<file path="src/hw/rtl/snapshot_rle_block_decoder_assert.svh">
// ----------------------------------------------------------------------------
// Snapshot RLE block decoder assertion macros
// Shared concurrent assertion forms, clocked on clk_i, disabled in reset.
// ----------------------------------------------------------------------------
`ifndef SNAPSHOT_RLE_BLOCK_DECODER_ASSERT_SVH
`define SNAPSHOT_RLE_BLOCK_DECODER_ASSERT_SVH

// Check a property on every clock edge outside reset.
`define SRLE_ASSERT(label, prop, msg) \
  label: assert property (@(posedge clk_i) disable iff (!rst_ni) (prop)) \
    else $error(msg);

// Check that a condition holds in the cycle after a trigger.
`define SRLE_ASSERT_NEXT(label, ante, cons, msg) \
  label: assert property (@(posedge clk_i) disable iff (!rst_ni) (ante) |=> (cons)) \
    else $error(msg);

`endif

</file>
<file path="src/hw/rtl/srle_pkg.sv">
// ----------------------------------------------------------------------------
// Snapshot RLE block decoder package
// Shared types and constants for the decoder stage and the result queue.
// ----------------------------------------------------------------------------
package srle_pkg;

  // Escape marker of the compressed stream
  localparam logic [7:0] ESCAPE_BYTE = 8'd237;

  // Default depth of the result queue (power of two, at least 2)
  localparam int unsigned RESULT_DEPTH = 4;

  // Escape sequence position
  typedef enum logic [1:0] {
    PH_LITERAL = 2'd0,
    PH_ESC     = 2'd1,
    PH_COUNT   = 2'd2,
    PH_VALUE   = 2'd3
  } phase_e;

  // One memory write command
  typedef struct packed {
    logic [15:0] addr;
    logic [7:0]  value;
    logic [7:0]  count;
    logic        block_end;
  } cmd_t;

  // Commands produced by one input byte (num is 0, 1 or 2)
  typedef struct packed {
    logic [1:0] num;
    cmd_t       cmd0;
    cmd_t       cmd1;
  } res_push_t;

endpackage

</file>
<file path="src/hw/rtl/snapshot_rle_block_decoder.sv">
// ----------------------------------------------------------------------------
// Snapshot RLE block decoder
// Turns a compressed snapshot byte stream into memory write commands.
// ----------------------------------------------------------------------------
// Takes one compressed byte per cycle while the result queue has room, and
// returns memory write commands (address, value, repeat count, block end).
// A byte enters an input register and is decoded, once the queue has room
// for two commands, into zero, one or two commands that go into a small
// result queue. Input is taken every cycle as long as the queue keeps room
// for two commands; an escape pair yields two results, so the sustained
// rate is then set by the output side at one result per cycle.
// The start address comes from the configuration register when a block's
// first byte is decoded; a new value takes effect from the next block.
// ----------------------------------------------------------------------------
module snapshot_rle_block_decoder #(
  parameter int unsigned ResultDepth = srle_pkg::RESULT_DEPTH
) (
  input  logic        clk_i,
  input  logic        rst_ni,
  // Configuration write
  input  logic        cfg_valid_i,
  output logic        cfg_ready_o,
  input  logic [15:0] cfg_data_i,
  // Compressed byte input
  input  logic        in_valid_i,
  output logic        in_ready_o,
  input  logic [7:0]  byte_in_i,
  input  logic        last_byte_i,
  // Write command output
  output logic        out_valid_o,
  input  logic        out_ready_i,
  output logic [15:0] write_address_o,
  output logic [7:0]  write_value_o,
  output logic [7:0]  repeat_count_o,
  output logic        block_end_o
);

  logic [15:0]         dest_base_q;
  logic                space_ok;
  srle_pkg::res_push_t push;
  srle_pkg::cmd_t      out_cmd;

  // Take a configuration transaction in any cycle
  assign cfg_ready_o = 1'b1;

  always_ff @(posedge clk_i or negedge rst_ni) begin
    if (!rst_ni) begin
      dest_base_q <= 16'd0;
    end else if (cfg_valid_i) begin
      dest_base_q <= cfg_data_i;
    end
  end

  // Decode stage
  srle_decode u_decode (
    .clk_i       (clk_i),
    .rst_ni      (rst_ni),
    .in_valid_i  (in_valid_i),
    .in_ready_o  (in_ready_o),
    .byte_in_i   (byte_in_i),
    .last_byte_i (last_byte_i),
    .dest_base_i (dest_base_q),
    .space_ok_i  (space_ok),
    .push_o      (push)
  );

  // Result queue
  srle_result_fifo #(
    .Depth (ResultDepth)
  ) u_result_fifo (
    .clk_i       (clk_i),
    .rst_ni      (rst_ni),
    .push_i      (push),
    .space_ok_o  (space_ok),
    .out_valid_o (out_valid_o),
    .out_ready_i (out_ready_i),
    .out_cmd_o   (out_cmd)
  );

  assign write_address_o = out_cmd.addr;
  assign write_value_o   = out_cmd.value;
  assign repeat_count_o  = out_cmd.count;
  assign block_end_o     = out_cmd.block_end;

endmodule

</file>
<file path="src/hw/rtl/srle_decode.sv">
// ----------------------------------------------------------------------------
// Snapshot RLE decode stage
// Input register, escape sequence state and the per-byte command decode.
// ----------------------------------------------------------------------------
`include "snapshot_rle_block_decoder_assert.svh"

module srle_decode (
  input  logic                clk_i,
  input  logic                rst_ni,
  input  logic                in_valid_i,
  output logic                in_ready_o,
  input  logic [7:0]          byte_in_i,
  input  logic                last_byte_i,
  input  logic [15:0]         dest_base_i,
  input  logic                space_ok_i,
  output srle_pkg::res_push_t push_o
);

  logic                in_valid_q;
  logic [7:0]          in_byte_q;
  logic                in_last_q;
  logic                fire;

  srle_pkg::phase_e    phase_q, phase_d, phase_cur;
  logic [7:0]          run_len_q, run_len_d, run_len_cur;
  logic [15:0]         ptr_q, ptr_d, ptr_cur;
  logic                in_block_q, in_block_d;
  srle_pkg::res_push_t res;

  // Decode the held byte once the result queue has room for two commands
  assign fire       = in_valid_q && space_ok_i;
  assign in_ready_o = !in_valid_q || space_ok_i;

  // Hold the incoming transaction
  always_ff @(posedge clk_i or negedge rst_ni) begin
    if (!rst_ni) begin
      in_valid_q <= 1'b0;
    end else if (in_ready_o) begin
      in_valid_q <= in_valid_i;
    end
  end

  always_ff @(posedge clk_i) begin
    if (in_ready_o && in_valid_i) begin
      in_byte_q <= byte_in_i;
      in_last_q <= last_byte_i;
    end
  end

  // Start a block from the base address when no block is under way
  assign ptr_cur     = in_block_q ? ptr_q : dest_base_i;
  assign phase_cur   = in_block_q ? phase_q : srle_pkg::PH_LITERAL;
  assign run_len_cur = in_block_q ? run_len_q : 8'd0;

  // Decode one byte into up to two commands
  always_comb begin
    res        = '0;
    phase_d    = phase_cur;
    run_len_d  = run_len_cur;
    ptr_d      = ptr_cur;
    in_block_d = 1'b1;

    case (phase_cur)
      srle_pkg::PH_LITERAL: begin
        if (in_byte_q != srle_pkg::ESCAPE_BYTE) begin
          res.num   = 2'd1;
          res.cmd0  = '{addr: ptr_cur, value: in_byte_q, count: 8'd1, block_end: 1'b0};
          ptr_d     = ptr_cur + 16'd1;
        end else begin
          phase_d = srle_pkg::PH_ESC;
        end
      end
      srle_pkg::PH_ESC: begin
        if (in_byte_q != srle_pkg::ESCAPE_BYTE) begin
          res.num  = 2'd2;
          res.cmd0 = '{addr: ptr_cur, value: srle_pkg::ESCAPE_BYTE, count: 8'd1,
                       block_end: 1'b0};
          res.cmd1 = '{addr: ptr_cur + 16'd1, value: in_byte_q, count: 8'd1,
                       block_end: 1'b0};
          ptr_d    = ptr_cur + 16'd2;
          phase_d  = srle_pkg::PH_LITERAL;
        end else begin
          phase_d = srle_pkg::PH_COUNT;
        end
      end
      srle_pkg::PH_COUNT: begin
        run_len_d = in_byte_q;
        phase_d   = srle_pkg::PH_VALUE;
      end
      srle_pkg::PH_VALUE: begin
        res.num   = 2'd1;
        res.cmd0  = '{addr: ptr_cur, value: in_byte_q, count: run_len_cur, block_end: 1'b0};
        ptr_d     = ptr_cur + {8'd0, run_len_cur};
        run_len_d = 8'd0;
        phase_d   = srle_pkg::PH_LITERAL;
      end
      default: begin
        phase_d = srle_pkg::PH_LITERAL;
      end
    endcase

    // Close the block: drop a truncated escape, flag the final command
    if (in_last_q) begin
      if (res.num == 2'd0) begin
        res.num  = 2'd1;
        res.cmd0 = '{addr: ptr_cur, value: 8'd0, count: 8'd0, block_end: 1'b0};
      end
      if (res.num == 2'd2) begin
        res.cmd1.block_end = 1'b1;
      end else begin
        res.cmd0.block_end = 1'b1;
      end
      phase_d    = srle_pkg::PH_LITERAL;
      run_len_d  = 8'd0;
      in_block_d = 1'b0;
    end

    push_o = res;
    if (!fire) begin
      push_o.num = 2'd0;
    end
  end

  // Advance the sequence state on each decoded byte
  always_ff @(posedge clk_i or negedge rst_ni) begin
    if (!rst_ni) begin
      phase_q    <= srle_pkg::PH_LITERAL;
      run_len_q  <= 8'd0;
      ptr_q      <= 16'd0;
      in_block_q <= 1'b0;
    end else if (fire) begin
      phase_q    <= phase_d;
      run_len_q  <= run_len_d;
      ptr_q      <= ptr_d;
      in_block_q <= in_block_d;
    end
  end

  // Outside a block the sequence state sits at its idle values
  `SRLE_ASSERT(a_idle_state, !in_block_q |-> (phase_q == srle_pkg::PH_LITERAL && run_len_q == 8'd0), "sequence state not idle outside a block")
  // A last byte closes the block
  `SRLE_ASSERT_NEXT(a_last_closes, fire && in_last_q, !in_block_q, "block still open after last byte")
  // An escape pair writes two neighboring addresses
  `SRLE_ASSERT(a_pair_addr, push_o.num == 2'd2 |-> push_o.cmd1.addr == push_o.cmd0.addr + 16'd1, "escape pair addresses not adjacent")

endmodule

</file>
<file path="src/hw/rtl/srle_result_fifo.sv">
// ----------------------------------------------------------------------------
// Snapshot RLE result queue
// Small register queue taking up to two commands a cycle, giving one when the reader is ready.
// ----------------------------------------------------------------------------
`include "snapshot_rle_block_decoder_assert.svh"

module srle_result_fifo #(
  parameter int unsigned Depth = srle_pkg::RESULT_DEPTH
) (
  input  logic                clk_i,
  input  logic                rst_ni,
  input  srle_pkg::res_push_t push_i,
  output logic                space_ok_o,
  output logic                out_valid_o,
  input  logic                out_ready_i,
  output srle_pkg::cmd_t      out_cmd_o
);

  localparam int unsigned IdxW = $clog2(Depth);
  localparam int unsigned CntW = $clog2(Depth + 1);

  srle_pkg::cmd_t    mem_q [Depth];
  logic [IdxW-1:0]   wr_ptr_q, rd_ptr_q;
  logic [CntW-1:0]   count_q, free;
  logic              pop;

  assign free        = CntW'(Depth) - count_q;
  assign space_ok_o  = free >= CntW'(2);
  assign out_valid_o = count_q != '0;
  assign pop         = out_valid_o && out_ready_i;
  assign out_cmd_o   = mem_q[rd_ptr_q];

  // Store pushed commands
  always_ff @(posedge clk_i) begin
    if (push_i.num != 2'd0) begin
      mem_q[wr_ptr_q] <= push_i.cmd0;
    end
    if (push_i.num == 2'd2) begin
      mem_q[wr_ptr_q + IdxW'(1)] <= push_i.cmd1;
    end
  end

  // Advance pointers and the fill count
  always_ff @(posedge clk_i or negedge rst_ni) begin
    if (!rst_ni) begin
      wr_ptr_q <= '0;
      rd_ptr_q <= '0;
      count_q  <= '0;
    end else begin
      wr_ptr_q <= wr_ptr_q + IdxW'(push_i.num);
      if (pop) begin
        rd_ptr_q <= rd_ptr_q + IdxW'(1);
      end
      count_q <= count_q + CntW'(push_i.num) - CntW'(pop);
    end
  end

  // Fill count stays within the queue
  `SRLE_ASSERT(a_count_range, count_q <= CntW'(Depth), "result queue count out of range")
  // Never push more than there is room for
  `SRLE_ASSERT(a_no_overflow, push_i.num != 2'd0 |-> free >= CntW'(push_i.num), "result queue overflow")
  // A pop without push shrinks the queue by one
  `SRLE_ASSERT_NEXT(a_pop_only, pop && push_i.num == 2'd0, count_q == $past(count_q) - CntW'(1), "result queue count not decremented")

endmodule

</file>
<file path="config.mk">
export PLATFORM = sky130hd
export DESIGN_NAME = snapshot_rle_block_decoder
export DESIGN_NICKNAME = d
export VERILOG_FILES = /design/src/hw/rtl/srle_pkg.sv /design/src/hw/rtl/snapshot_rle_block_decoder.sv /design/src/hw/rtl/srle_decode.sv /design/src/hw/rtl/srle_result_fifo.sv
export VERILOG_INCLUDE_DIRS = /design/src /design/src/hw/rtl
export SDC_FILE = /design/constraint.sdc
export NUM_CORES = 1
export LEC_CHECK = 0
export CAP_MARGIN = 10
export CELL_PAD_IN_SITES_DETAIL_PLACEMENT = 0
export CELL_PAD_IN_SITES_GLOBAL_PLACEMENT = 1
export CORE_AREA = 2 2 160 162
export CTS_CLUSTER_DIAMETER = 150
export DETAILED_ROUTE_END_ITERATION = 12
export DIE_AREA = 0 0 162 164
export DONT_BUFFER_PORTS = 1
export PLACE_DENSITY = 0.8
export SYNTH_ARGS = -nofsm -noshare
export SYNTH_HDL_FRONTEND = slang
export SYNTH_SLANG_ARGS = --single-unit
</file>
<file path="constraint.sdc">
create_clock -name clk_i -period 3.8 [get_ports clk_i]
set_input_delay 0.38 -clock clk_i [delete_from_list [all_inputs] [get_ports clk_i]]
set_output_delay 0.38 -clock clk_i [all_outputs]
set_load 0.02 [all_outputs]
</file>
==> reports/results.tsv, run 1 <==
metric	value	unit
status	finished, final reports clean	
crit_arrival	3.71	ns
p_leak	4.46	nW
ios	66	
cts_tree	done	
synth_fp_nets	1120	
crit_fanout	24	
clkSlewWorstSetupHoldPaths	0.08	ns
overflow	0	
skew	0.0172	ns
crit_end	u_decode.ptr_q[12]$_DFFE_PN0N_	
drv_cap	0	
nFillCells	2301	
finalSetupTns	0	ns
ys_ff_latch	192	
place.gp.congestion	0.936	
ant_nets	0	
async_reset_ff_frac	0.266	
n_antenna_cell	0	
fmax	298	MHz
grt_usage	0.245	
portBuffers	0	
vias_per_cell	6.15	
grt_pass1_vias	8099	
crit_type	register to register	
synth-main-ff-cell	edfxtp_1	
syn_area	11000	sq um
highest_layer	met4	
clk_path_buf_depth	2	
synth.distinct_cells	82	
wl_met2	14100	um
coreArea	24800	sq um
power_density	776	nW/um^2
peakVddDrop	358	uV
dieArea	26600	sq um
seq_area	5230	sq um
crit_required	4.15	ns
yosysWarnings	0	
regToRegEndpoint	u_decode.ptr_q[12]$_DFFE_PN0N_	
dr.pass1.iters	6	
areaGrowthSynthToFinish	9.63	%
drive_above_1_share	0.144	
cts-htree-levels	4	
finalSetupViolations	0	
finalHoldViolations	0	
hold_slack	0.0225	ns
hpwlAfterDp	22900	um
pre_cts_ws	0.477	ns
grt_setup_unrepaired	no	
hp-class	input pin to register	
initial_core_util	0.441	
wl_met3	2550	um
drt-initial-drc-count	969	
yosysSeqAreaShare	0.477	
grt_max_degree	52	
cts_root_buf	clkbuf_16	
cts.sinks	192	
r2r_cells	11	
start_kind	register	
regToRegStartpoint	u_decode.in_block_q$_DFFE_PN0N_	
wl	31800	um
fin_util	0.484	
wirelength_met1	14600	um
tightestPinTransition	1.06	ns
wl_per_cell	22.6	um
synth_cells	1070	
post-route-period-util	0.883	
multi_input_area	5270	sq um
clk_latency	0.45	ns
layout_common_cells	nor2_1 (120), edfxtp_1 (113), nand2_1 (104)	
avgSynthCellArea	10.2	sq um
nets	1114	
die_w	162	um
maxSlewHeadroom	0.295	
rows	58	
ff2ff_setup_slack	0.44	ns
vias	8648	
post_cts_buffers	0	
crit_start	u_decode.in_block_q$_DFFE_PN0N_	
slew_viol_final	0	
die_y	164	um
synth_edf_count	113	
layout_min_cycle_time	3.36	ns
endpoint_kind	register	
cts_made_buffers	17	
fin_ws	0.443	ns
antenna_found_initial	0	
grt_pass1_wl	49500	um
dp.cells	1373	
final_cell_count_no_fill	1407	
final_common_cell	nor2_1	
drc	0	
==> how the worst min path moves through the flow <==
stage          depth (start not counted)                              end  slack, ns          from
2_1_floorplan                          0       dest_base_q[0]$_DFFE_PN0P_       0.08        rst_ni
3_3_place_gp                           0       dest_base_q[9]$_DFFE_PN0P_       0.09        rst_ni
3_5_place_dp                           0      dest_base_q[10]$_DFFE_PN0P_       0.09        rst_ni
4_1_cts                                0  u_decode.in_byte_q[1]$_DFFE_PP_       0.01  byte_in_i[1]
5_1_grt                                0  u_decode.in_byte_q[7]$_DFFE_PP_       0.01  byte_in_i[7]
6_report                               0  u_decode.in_byte_q[1]$_DFFE_PP_       0.02  byte_in_i[1]
==> cell type report <==
| type | count | share of cell area |
|---|---|---|
| Clock inverter | 14 | 0.0132 |
| Tap cell | 330 | 0.0344 |
| Sequential cell | 192 | 0.436 |
| Clock buffer | 18 | 0.0366 |
| Timing Repair Buffer | 51 | 0.0338 |
| Inverter | 25 | 0.00781 |
| Multi-Input combinational cell | 777 | 0.438 |
==> repair_timing <==
| action | in CTS | in global routing |
|---|---|---|
| gates resized for setup | 0 | 0 |
| hold buffers | 2 | 0 |
| endpoints found under the hold margin | 51 | 0 |
| setup endpoints to repair | 0 | 0 |
==> synthesized netlist by cell type, drive strengths merged, types with 9 or more instances <==
library cell  number  share of area
nor3              14         0.0073
dfxtp             28          0.051
o21ai             76          0.035
ha                18          0.021
mux2i             14          0.013
a21oi             89          0.041
mux4              33          0.068
nand3             19         0.0087
a21o              13         0.0089
nor2b             15         0.0086
nand2            104          0.036
xnor2             29          0.023
buf               35          0.019
a211oi             9         0.0066
edfxtp           113           0.31
clkbuf            41          0.014
nand2b            10         0.0057
nor2             120          0.041
and3              12         0.0069
o22ai             43          0.025
dfrtp             51           0.12
mux2              18          0.019
and2              23          0.013
inv               25         0.0086
==> routing by layer <==
metal,track usage,up-vias
met5,0,-
met4,0.0623,0
met3,0.0343,50
met2,0.371,449
met1,0.371,4214
li1,-,3935
==> flip-flops by register name, summed over array words and instances (netlist names) <==
signal and count:
u_result_fifo.mem_q 132, u_decode.run_len_q 8, u_decode.in_block_q 1, u_decode.in_valid_q 1, dest_base_q 16, u_result_fifo.rd_ptr_q 2
u_decode.ptr_q 16, u_decode.phase_q 2, u_decode.in_last_q 1, u_result_fifo.wr_ptr_q 2, u_decode.in_byte_q 8, u_result_fifo.count_q 3
==> stage by stage <==
stage | power (W) | area [sq um]
after floorplan | 0.00630 | 11000
after detailed placement | 0.00743 | 11400
final | 0.00932 | 12000
after global placement | 0.00739 | 11400
after global routing | 0.00982 | 12000
after CTS | 0.00929 | 12000
==> power by group <==
part / internal (W) / switching, W
clock network: 0.000907 / 0.000949
logic: 0.00152 / 0.00263
registers: 0.00287 / 0.000440
==> worst max-delay path, stage by stage (launching register included) <==
cell      delay (ns)
dfrtp_2         0.54
buf_4           0.27
a21oi_2         0.31
inv_1           0.19
ha_1            0.26
maj3_1          0.36
a22oi_1         0.33
nand2_1         0.15
o21ai_1         0.26
mux2i_1         0.24
nor3_1          0.08
a311oi_1        0.26
==> logic make-up after synthesis <==
logic type,after synthesis,share of synthesized area
simple gates,356,0.156
compound gates,297,0.170
buf+inv,101,0.0418
fa+ha+maj,21,0.0251
flops,192,0.477
mux,65,0.0995
other cells,1,0.000342
xor+xnor,37,0.0296
Power figures use the tool's default switching activity.
==> inputs of run 2 (changes only) <==
Settings changed: CORE_AREA 2 2 160 162 to 2 2 163 165, DIE_AREA 0 0 162 164 to 0 0 165 167, PLACE_DENSITY 0.8 to 0.78, SYNTH_HIERARCHICAL from default to 1.
==> reports/results.tsv, run 2 <==
metric	value	unit
yosysMostFrequentCell	edfxtp_1	
crit_required	4.16	ns
hp-class	input pin to register	
hold_slack	0.0281	ns
p_sw	0.00384	W
fin_util	0.491	
cts.sinks	192	
pwr-share-clk	0.198	
layout_min_cycle_time	3.33	ns
top_register	u_result_fifo/mem_q	
synth.distinct_cells	77	
skew	0.0131	ns
wl_per_cell	23.8	um
pre_cts_ws	0.535	ns
vias_per_cell	6.02	
largest_registers	u_result_fifo/mem_q: 132 flops, dest_base_q: 16 flops, u_decode/ptr_q: 16 flops	
maxSlewHeadroom	0.267	
die_y	167	um
clk_latency	0.45	ns
p_int	0.00575	W
die_w	165	um
synth_area_leaders	edfxtp_1 (37%), mux2_2 (13%), dfrtp_1 (11%), mux4_2 (6.5%), xnor2_1 (2.4%)	
drc	0	
layout_common_cells	edfxtp_1 (141), mux2_2 (129), nor2_1 (69)	
dieArea	27600	sq um
drive_above_1_share	0.292	
p_leak	4.66	nW
slew_viol_final	0	
ys_ff_latch	192	
power_density	758	nW/um^2
cts_root_buf	clkbuf_16	
place.gp.congestion	0.926	
ios	66	
grt_setup_unrepaired	no	
initial_core_util	0.444	
largest_register_ffs	132	
synth_edf_count	141	
drt-initial-drc-count	856	
synth-main-ff-cell	edfxtp_1	
seq_power_share	0.365	
cts_tree	done	
cts-htree-levels	4	
post-route-period-util	0.876	
finalHoldViolations	0	
yosysWarnings	6	
dr.pass1.iters	5	
hpwlAfterDp	21300	um
yosysTopAreaCellShare	0.370	
endpoint_kind	register	
syn_area	11400	sq um
grt_usage	0.227	
tightestPinTransition	1.09	ns
final_common_cell	edfxtp_1	
peakVddDrop	345	uV
finalSetupTns	0	ns
status	finished, final reports clean	
synth_cells	905	
cts-resized-gates	0	
avgSynthCellArea	12.7	sq um
synth_top_area_cell	edfxtp_1	
synthTopCellsByCount	edfxtp_1 (141), mux2_2 (129), nor2_1 (71)	
grt_pass1_vias	7793	
portBuffers	0	
async_reset_ff_frac	0.266	
antenna_found_initial	1	
fmax	300	MHz
coreArea	25800	sq um
grt_pass1_wl	47100	um
clk_path_buf_depth	2	
drv_cap	0	
start_kind	register	
placed_area	12000	sq um
crit_fanout	33	
final_cell_area	12700	sq um
cts_made_buffers	17	
combPwrFrac	0.437	
fin_ws	0.471	ns
wl	30400	um
switching_share	0.400	
ant_nets	0	
areaGrowthSynthToFinish	10.6	%
nFillCells	2260	
crit_arrival	3.69	ns
nets	976	
yosysSeqAreaShare	0.481	
overflow	0	
rows	59	
clkSlewWorstSetupHoldPaths	0.08	ns
finalSetupViolations	0	
crit_type	register to register	
grt_max_degree	52	
vias	7673	
==> run 2: cell types whose count changed in the layout (fill, tap and decap cells not counted), sizes merged, moves of 9 or more <==
cell    previous run  this run
a21oi             89        35
mux2              18       153
nand2            104        39
o22ai             43         3
a31oi              4        13
edfxtp           113       141
a21o              13         3
dfxtp             28         0
o21ai             76        29
nor2b             15         4
nor2             120        71
==> run 2: path summary, 6_finish.rpt <==
kind	cells after the start	slack, ns	start	end
setup / recovery	11	0.47	u_decode/in_block_q$_DFFE_PN0P_	u_decode/ptr_q[11]$_DFFE_PN0P_
hold / removal	0	0.03	byte_in_i[4]	u_decode/in_byte_q[4]$_DFFE_PP_
setup reg to reg	11	0.47	u_decode/in_block_q$_DFFE_PN0P_	u_decode/ptr_q[11]$_DFFE_PN0P_
hold reg to reg	1	0.52	dest_base_q[15]$_DFFE_PN0P_	dest_base_q[15]$_DFFE_PN0P_
max in group asynchronous	2	3.06	rst_ni	u_decode/in_block_q$_DFFE_PN0P_
min in group asynchronous	2	0.42	rst_ni	u_result_fifo/wr_ptr_q[1]$_DFF_PN0_
==> run 2: routing by layer <==
layer / track usage / vias to the layer above / routed length (um)
met5: 0 / - / 0
met4: 0.0779 / 0 / 677
met3: 0.0451 / 53 / 1790
met2: 0.357 / 283 / 14300
met1: 0.314 / 3856 / 13600
li1: - / 3481 / -
==> run 2: power by group through the flow <==
stage / sequential [W] / combinational (W) / clock [W]
global route: 0.00357 / 0.00454 / 0.00200
floorplan: 0.00329 / 0.00317 / 0
global placement: 0.00352 / 0.00409 / 0
detailed placement: 0.00355 / 0.00413 / 0
CTS: 0.00351 / 0.00419 / 0.00192
finish: 0.00350 / 0.00419 / 0.00190
==> run 2: timing repair <==
item                                    in CTS  in global routing
endpoints found under the hold margin       51                  0
hold buffers                                 2                  0
endpoints found under the setup margin       0                  0
setup buffers                                0                  0
==> run 2: stage by stage <==
step                total power, W  cells
floorplan                  0.00646    911
global placement           0.00761   1239
detailed placement         0.00767   1239
CTS                        0.00961   1273
global route                0.0101   1274
finish                     0.00959   1274
==> run 2: cell families (layout without fill, tap and decap cells) <==
group,Yosys count,count (layout),share of synthesized area
compound gates,148,148,0.0878
xor+xnor,38,38,0.0291
fa+ha+maj,21,21,0.0236
buf+inv,85,112,0.0436
flops,192,192,0.481
mux,204,204,0.234
other cells,2,9,0.000656
simple gates,215,215,0.0997
==> run 2: critical path, stage by stage (launching register included) <==
cell,delay (ns)
dfrtp_2,0.77
buf_4,0.29
mux2i_1,0.21
buf_4,0.17
inv_1,0.09
ha_1,0.22
a21o_1,0.22
or2_2,0.35
a211oi_1,0.41
or4_1,0.19
nand3_1,0.08
a31oi_1,0.24
==> run 2: layout make-up <==
| type | instances | area, sq um | area share |
|---|---|---|---|
| repair buffers | 57 | 513 | 0.0405 |
| clock inverters | 15 | 201 | 0.0159 |
| multi-input cells | 634 | 5500 | 0.434 |
| inverters | 23 | 86.3 | 0.00682 |
| well taps | 335 | 419 | 0.0331 |
| diodes | 1 | 2.50 | 0.000198 |
| flip-flops and latches | 192 | 5510 | 0.435 |
| clock buffers | 17 | 425 | 0.0336 |
==> inputs of run 3 (changes only) <==
Settings changed: PLACE_DENSITY 0.78 to 0.74, TNS_END_PERCENT from default to 50.
==> reports/results.tsv, run 3 (same netlist as run 2, synthesis figures left out) <==
metric	value	unit
clk_path_buf_depth	2	
cts_tree	done	
drv_cap	0	
peakVddDrop	401	uV
finalSetupViolations	0	
p_int	0.00567	W
cts.sinks	192	
cts-htree-levels	4	
p_sw	0.00382	W
drive_above_1_share	0.290	
pwr-share-clk	0.195	
post_cts_buffers	0	
final_cell_area	12600	sq um
endpoint_kind	register	
crit_required	4.13	ns
tightestPinTransition	1.13	ns
fmax	282	MHz
placed_area	12000	sq um
switching_share	0.402	
grt_pass1_vias	7704	
drc	0	
die_w	165	um
start_kind	register	
nets	973	
crit_arrival	3.87	ns
rows	59	
crit_fanout	35	
largest_register_ffs	132	
coreArea	25800	sq um
ios	66	
status	finished, final reports clean	
layout_min_cycle_time	3.54	ns
finalPower	0.00949	W
cts_root_buf	clkbuf_16	
power_density	753	nW/um^2
post-route-period-util	0.932	
layout_common_cells	edfxtp_1 (141), mux2_2 (129), nor2_1 (69)	
p_leak	4.63	nW
clk_latency	0.45	ns
wl_per_cell	23.8	um
vias_per_cell	5.97	
combPwrFrac	0.442	
dieArea	27600	sq um
final_common_cell	edfxtp_1	
dr.pass1.iters	5	
ant_nets	0	
n_antenna_cell	0	
portBuffers	0	
initial_core_util	0.444	
grt_max_degree	52	
grt_setup_unrepaired	no	
vias	7576	
largest_registers	u_result_fifo/mem_q: 132 flops, dest_base_q: 16 flops, u_decode/ptr_q: 16 flops	
areaGrowthSynthToFinish	10.2	%
maxSlewHeadroom	0.243	
hpwlAfterDp	21300	um
clkSlewWorstSetupHoldPaths	0.09	ns
overflow	0	
grt_pass1_wl	47700	um
cts_made_buffers	17	
antenna_found_initial	0	
top_register	u_result_fifo/mem_q	
wl	30300	um
die_y	167	um
fin_util	0.490	
drt-initial-drc-count	814	
skew	0.0170	ns
place.gp.congestion	0.923	
grt_usage	0.230	
crit_type	register to register	
finalHoldViolations	0	
slew_viol_final	0	
finalSetupTns	0	ns
hp-class	input pin to register	
seq_power_share	0.362	
## run 3: cell count changes in the layout (fill, tap and decap cells not counted)
cell,previous run,this run
inv_6,1,2
bufinv_16,1,0
inv_12,1,2
buf_4,50,47
diode_2,1,0
inv_8,6,4
clkinvlp_4,0,1
## run 3: through the flow
step | hold WS (ns) | setup slack (ns) | cells
2_1_floorplan | 0.0844 | -0.0779 | 911
4_1_cts | 0.00552 | 0.359 | 1270
3_3_place_gp | 0.0855 | 0.359 | 1236
3_5_place_dp | 0.0853 | 0.391 | 1236
5_1_grt | 0.00402 | 0.0953 | 1270
6_report | 0.0244 | 0.257 | 1270
## run 3: worst paths after layout
path	start	to	slack (ns)	cells past startpoint
worst max-delay path	u_decode/in_block_q$_DFFE_PN0P_	u_decode/ptr_q[13]$_DFFE_PN0P_	0.26	9
worst min-delay path	byte_in_i[4]	u_decode/in_byte_q[4]$_DFFE_PP_	0.02	0
worst max register to register	u_decode/in_block_q$_DFFE_PN0P_	u_decode/ptr_q[13]$_DFFE_PN0P_	0.26	9
worst min register to register	dest_base_q[15]$_DFFE_PN0P_	dest_base_q[15]$_DFFE_PN0P_	0.51	1
max in group asynchronous	rst_ni	u_decode/in_block_q$_DFFE_PN0P_	3.04	2
min in group asynchronous	rst_ni	u_decode/ptr_q[10]$_DFFE_PN0P_	0.47	2
## run 3: layer usage
metal	global-route usage	vias up	share of wire
li1	-	3480	-
met1	0.332	3773	0.46
met2	0.353	275	0.46
met3	0.0428	48	0.058
met4	0.0684	0	0.022
met5	0	-	0
## run 3: power groups by stage
stage / registers, W / clock network (W) / logic (W)
2_1_floorplan: 0.00329 / 0 / 0.00317
3_3_place_gp: 0.00346 / 0 / 0.00414
3_5_place_dp: 0.00348 / 0 / 0.00416
4_1_cts: 0.00344 / 0.00189 / 0.00420
5_1_grt: 0.00351 / 0.00197 / 0.00457
6_report: 0.00344 / 0.00185 / 0.00420
## run 3: area by class of cell
| type | instances | area (sq um) |
|---|---|---|
| Fill cell | 2263 | 13100 |
| Sequential cell | 192 | 5510 |
| Multi-Input combinational cell | 634 | 5500 |
| Timing Repair Buffer | 54 | 490 |
| Clock buffer | 17 | 425 |
| Tap cell | 335 | 419 |
| Clock inverter | 15 | 181 |
| Inverter | 23 | 86.3 |
## run 3: what timing repair did
action                                 CTS  global route
hold buffers                             2             0
gates resized for setup                  0             0
endpoints found under the hold margin   51             0
## run 3: worst max-delay path, cell delays in order (launching register included)
cell,delay [ns]
dfrtp_2,0.83
mux2i_1,0.27
inv_1,0.19
ha_1,0.29
inv_1,0.11
a211o_1,0.45
nor3_1,0.65
a211oi_1,0.16
nor4_1,0.31
o22ai_1,0.13
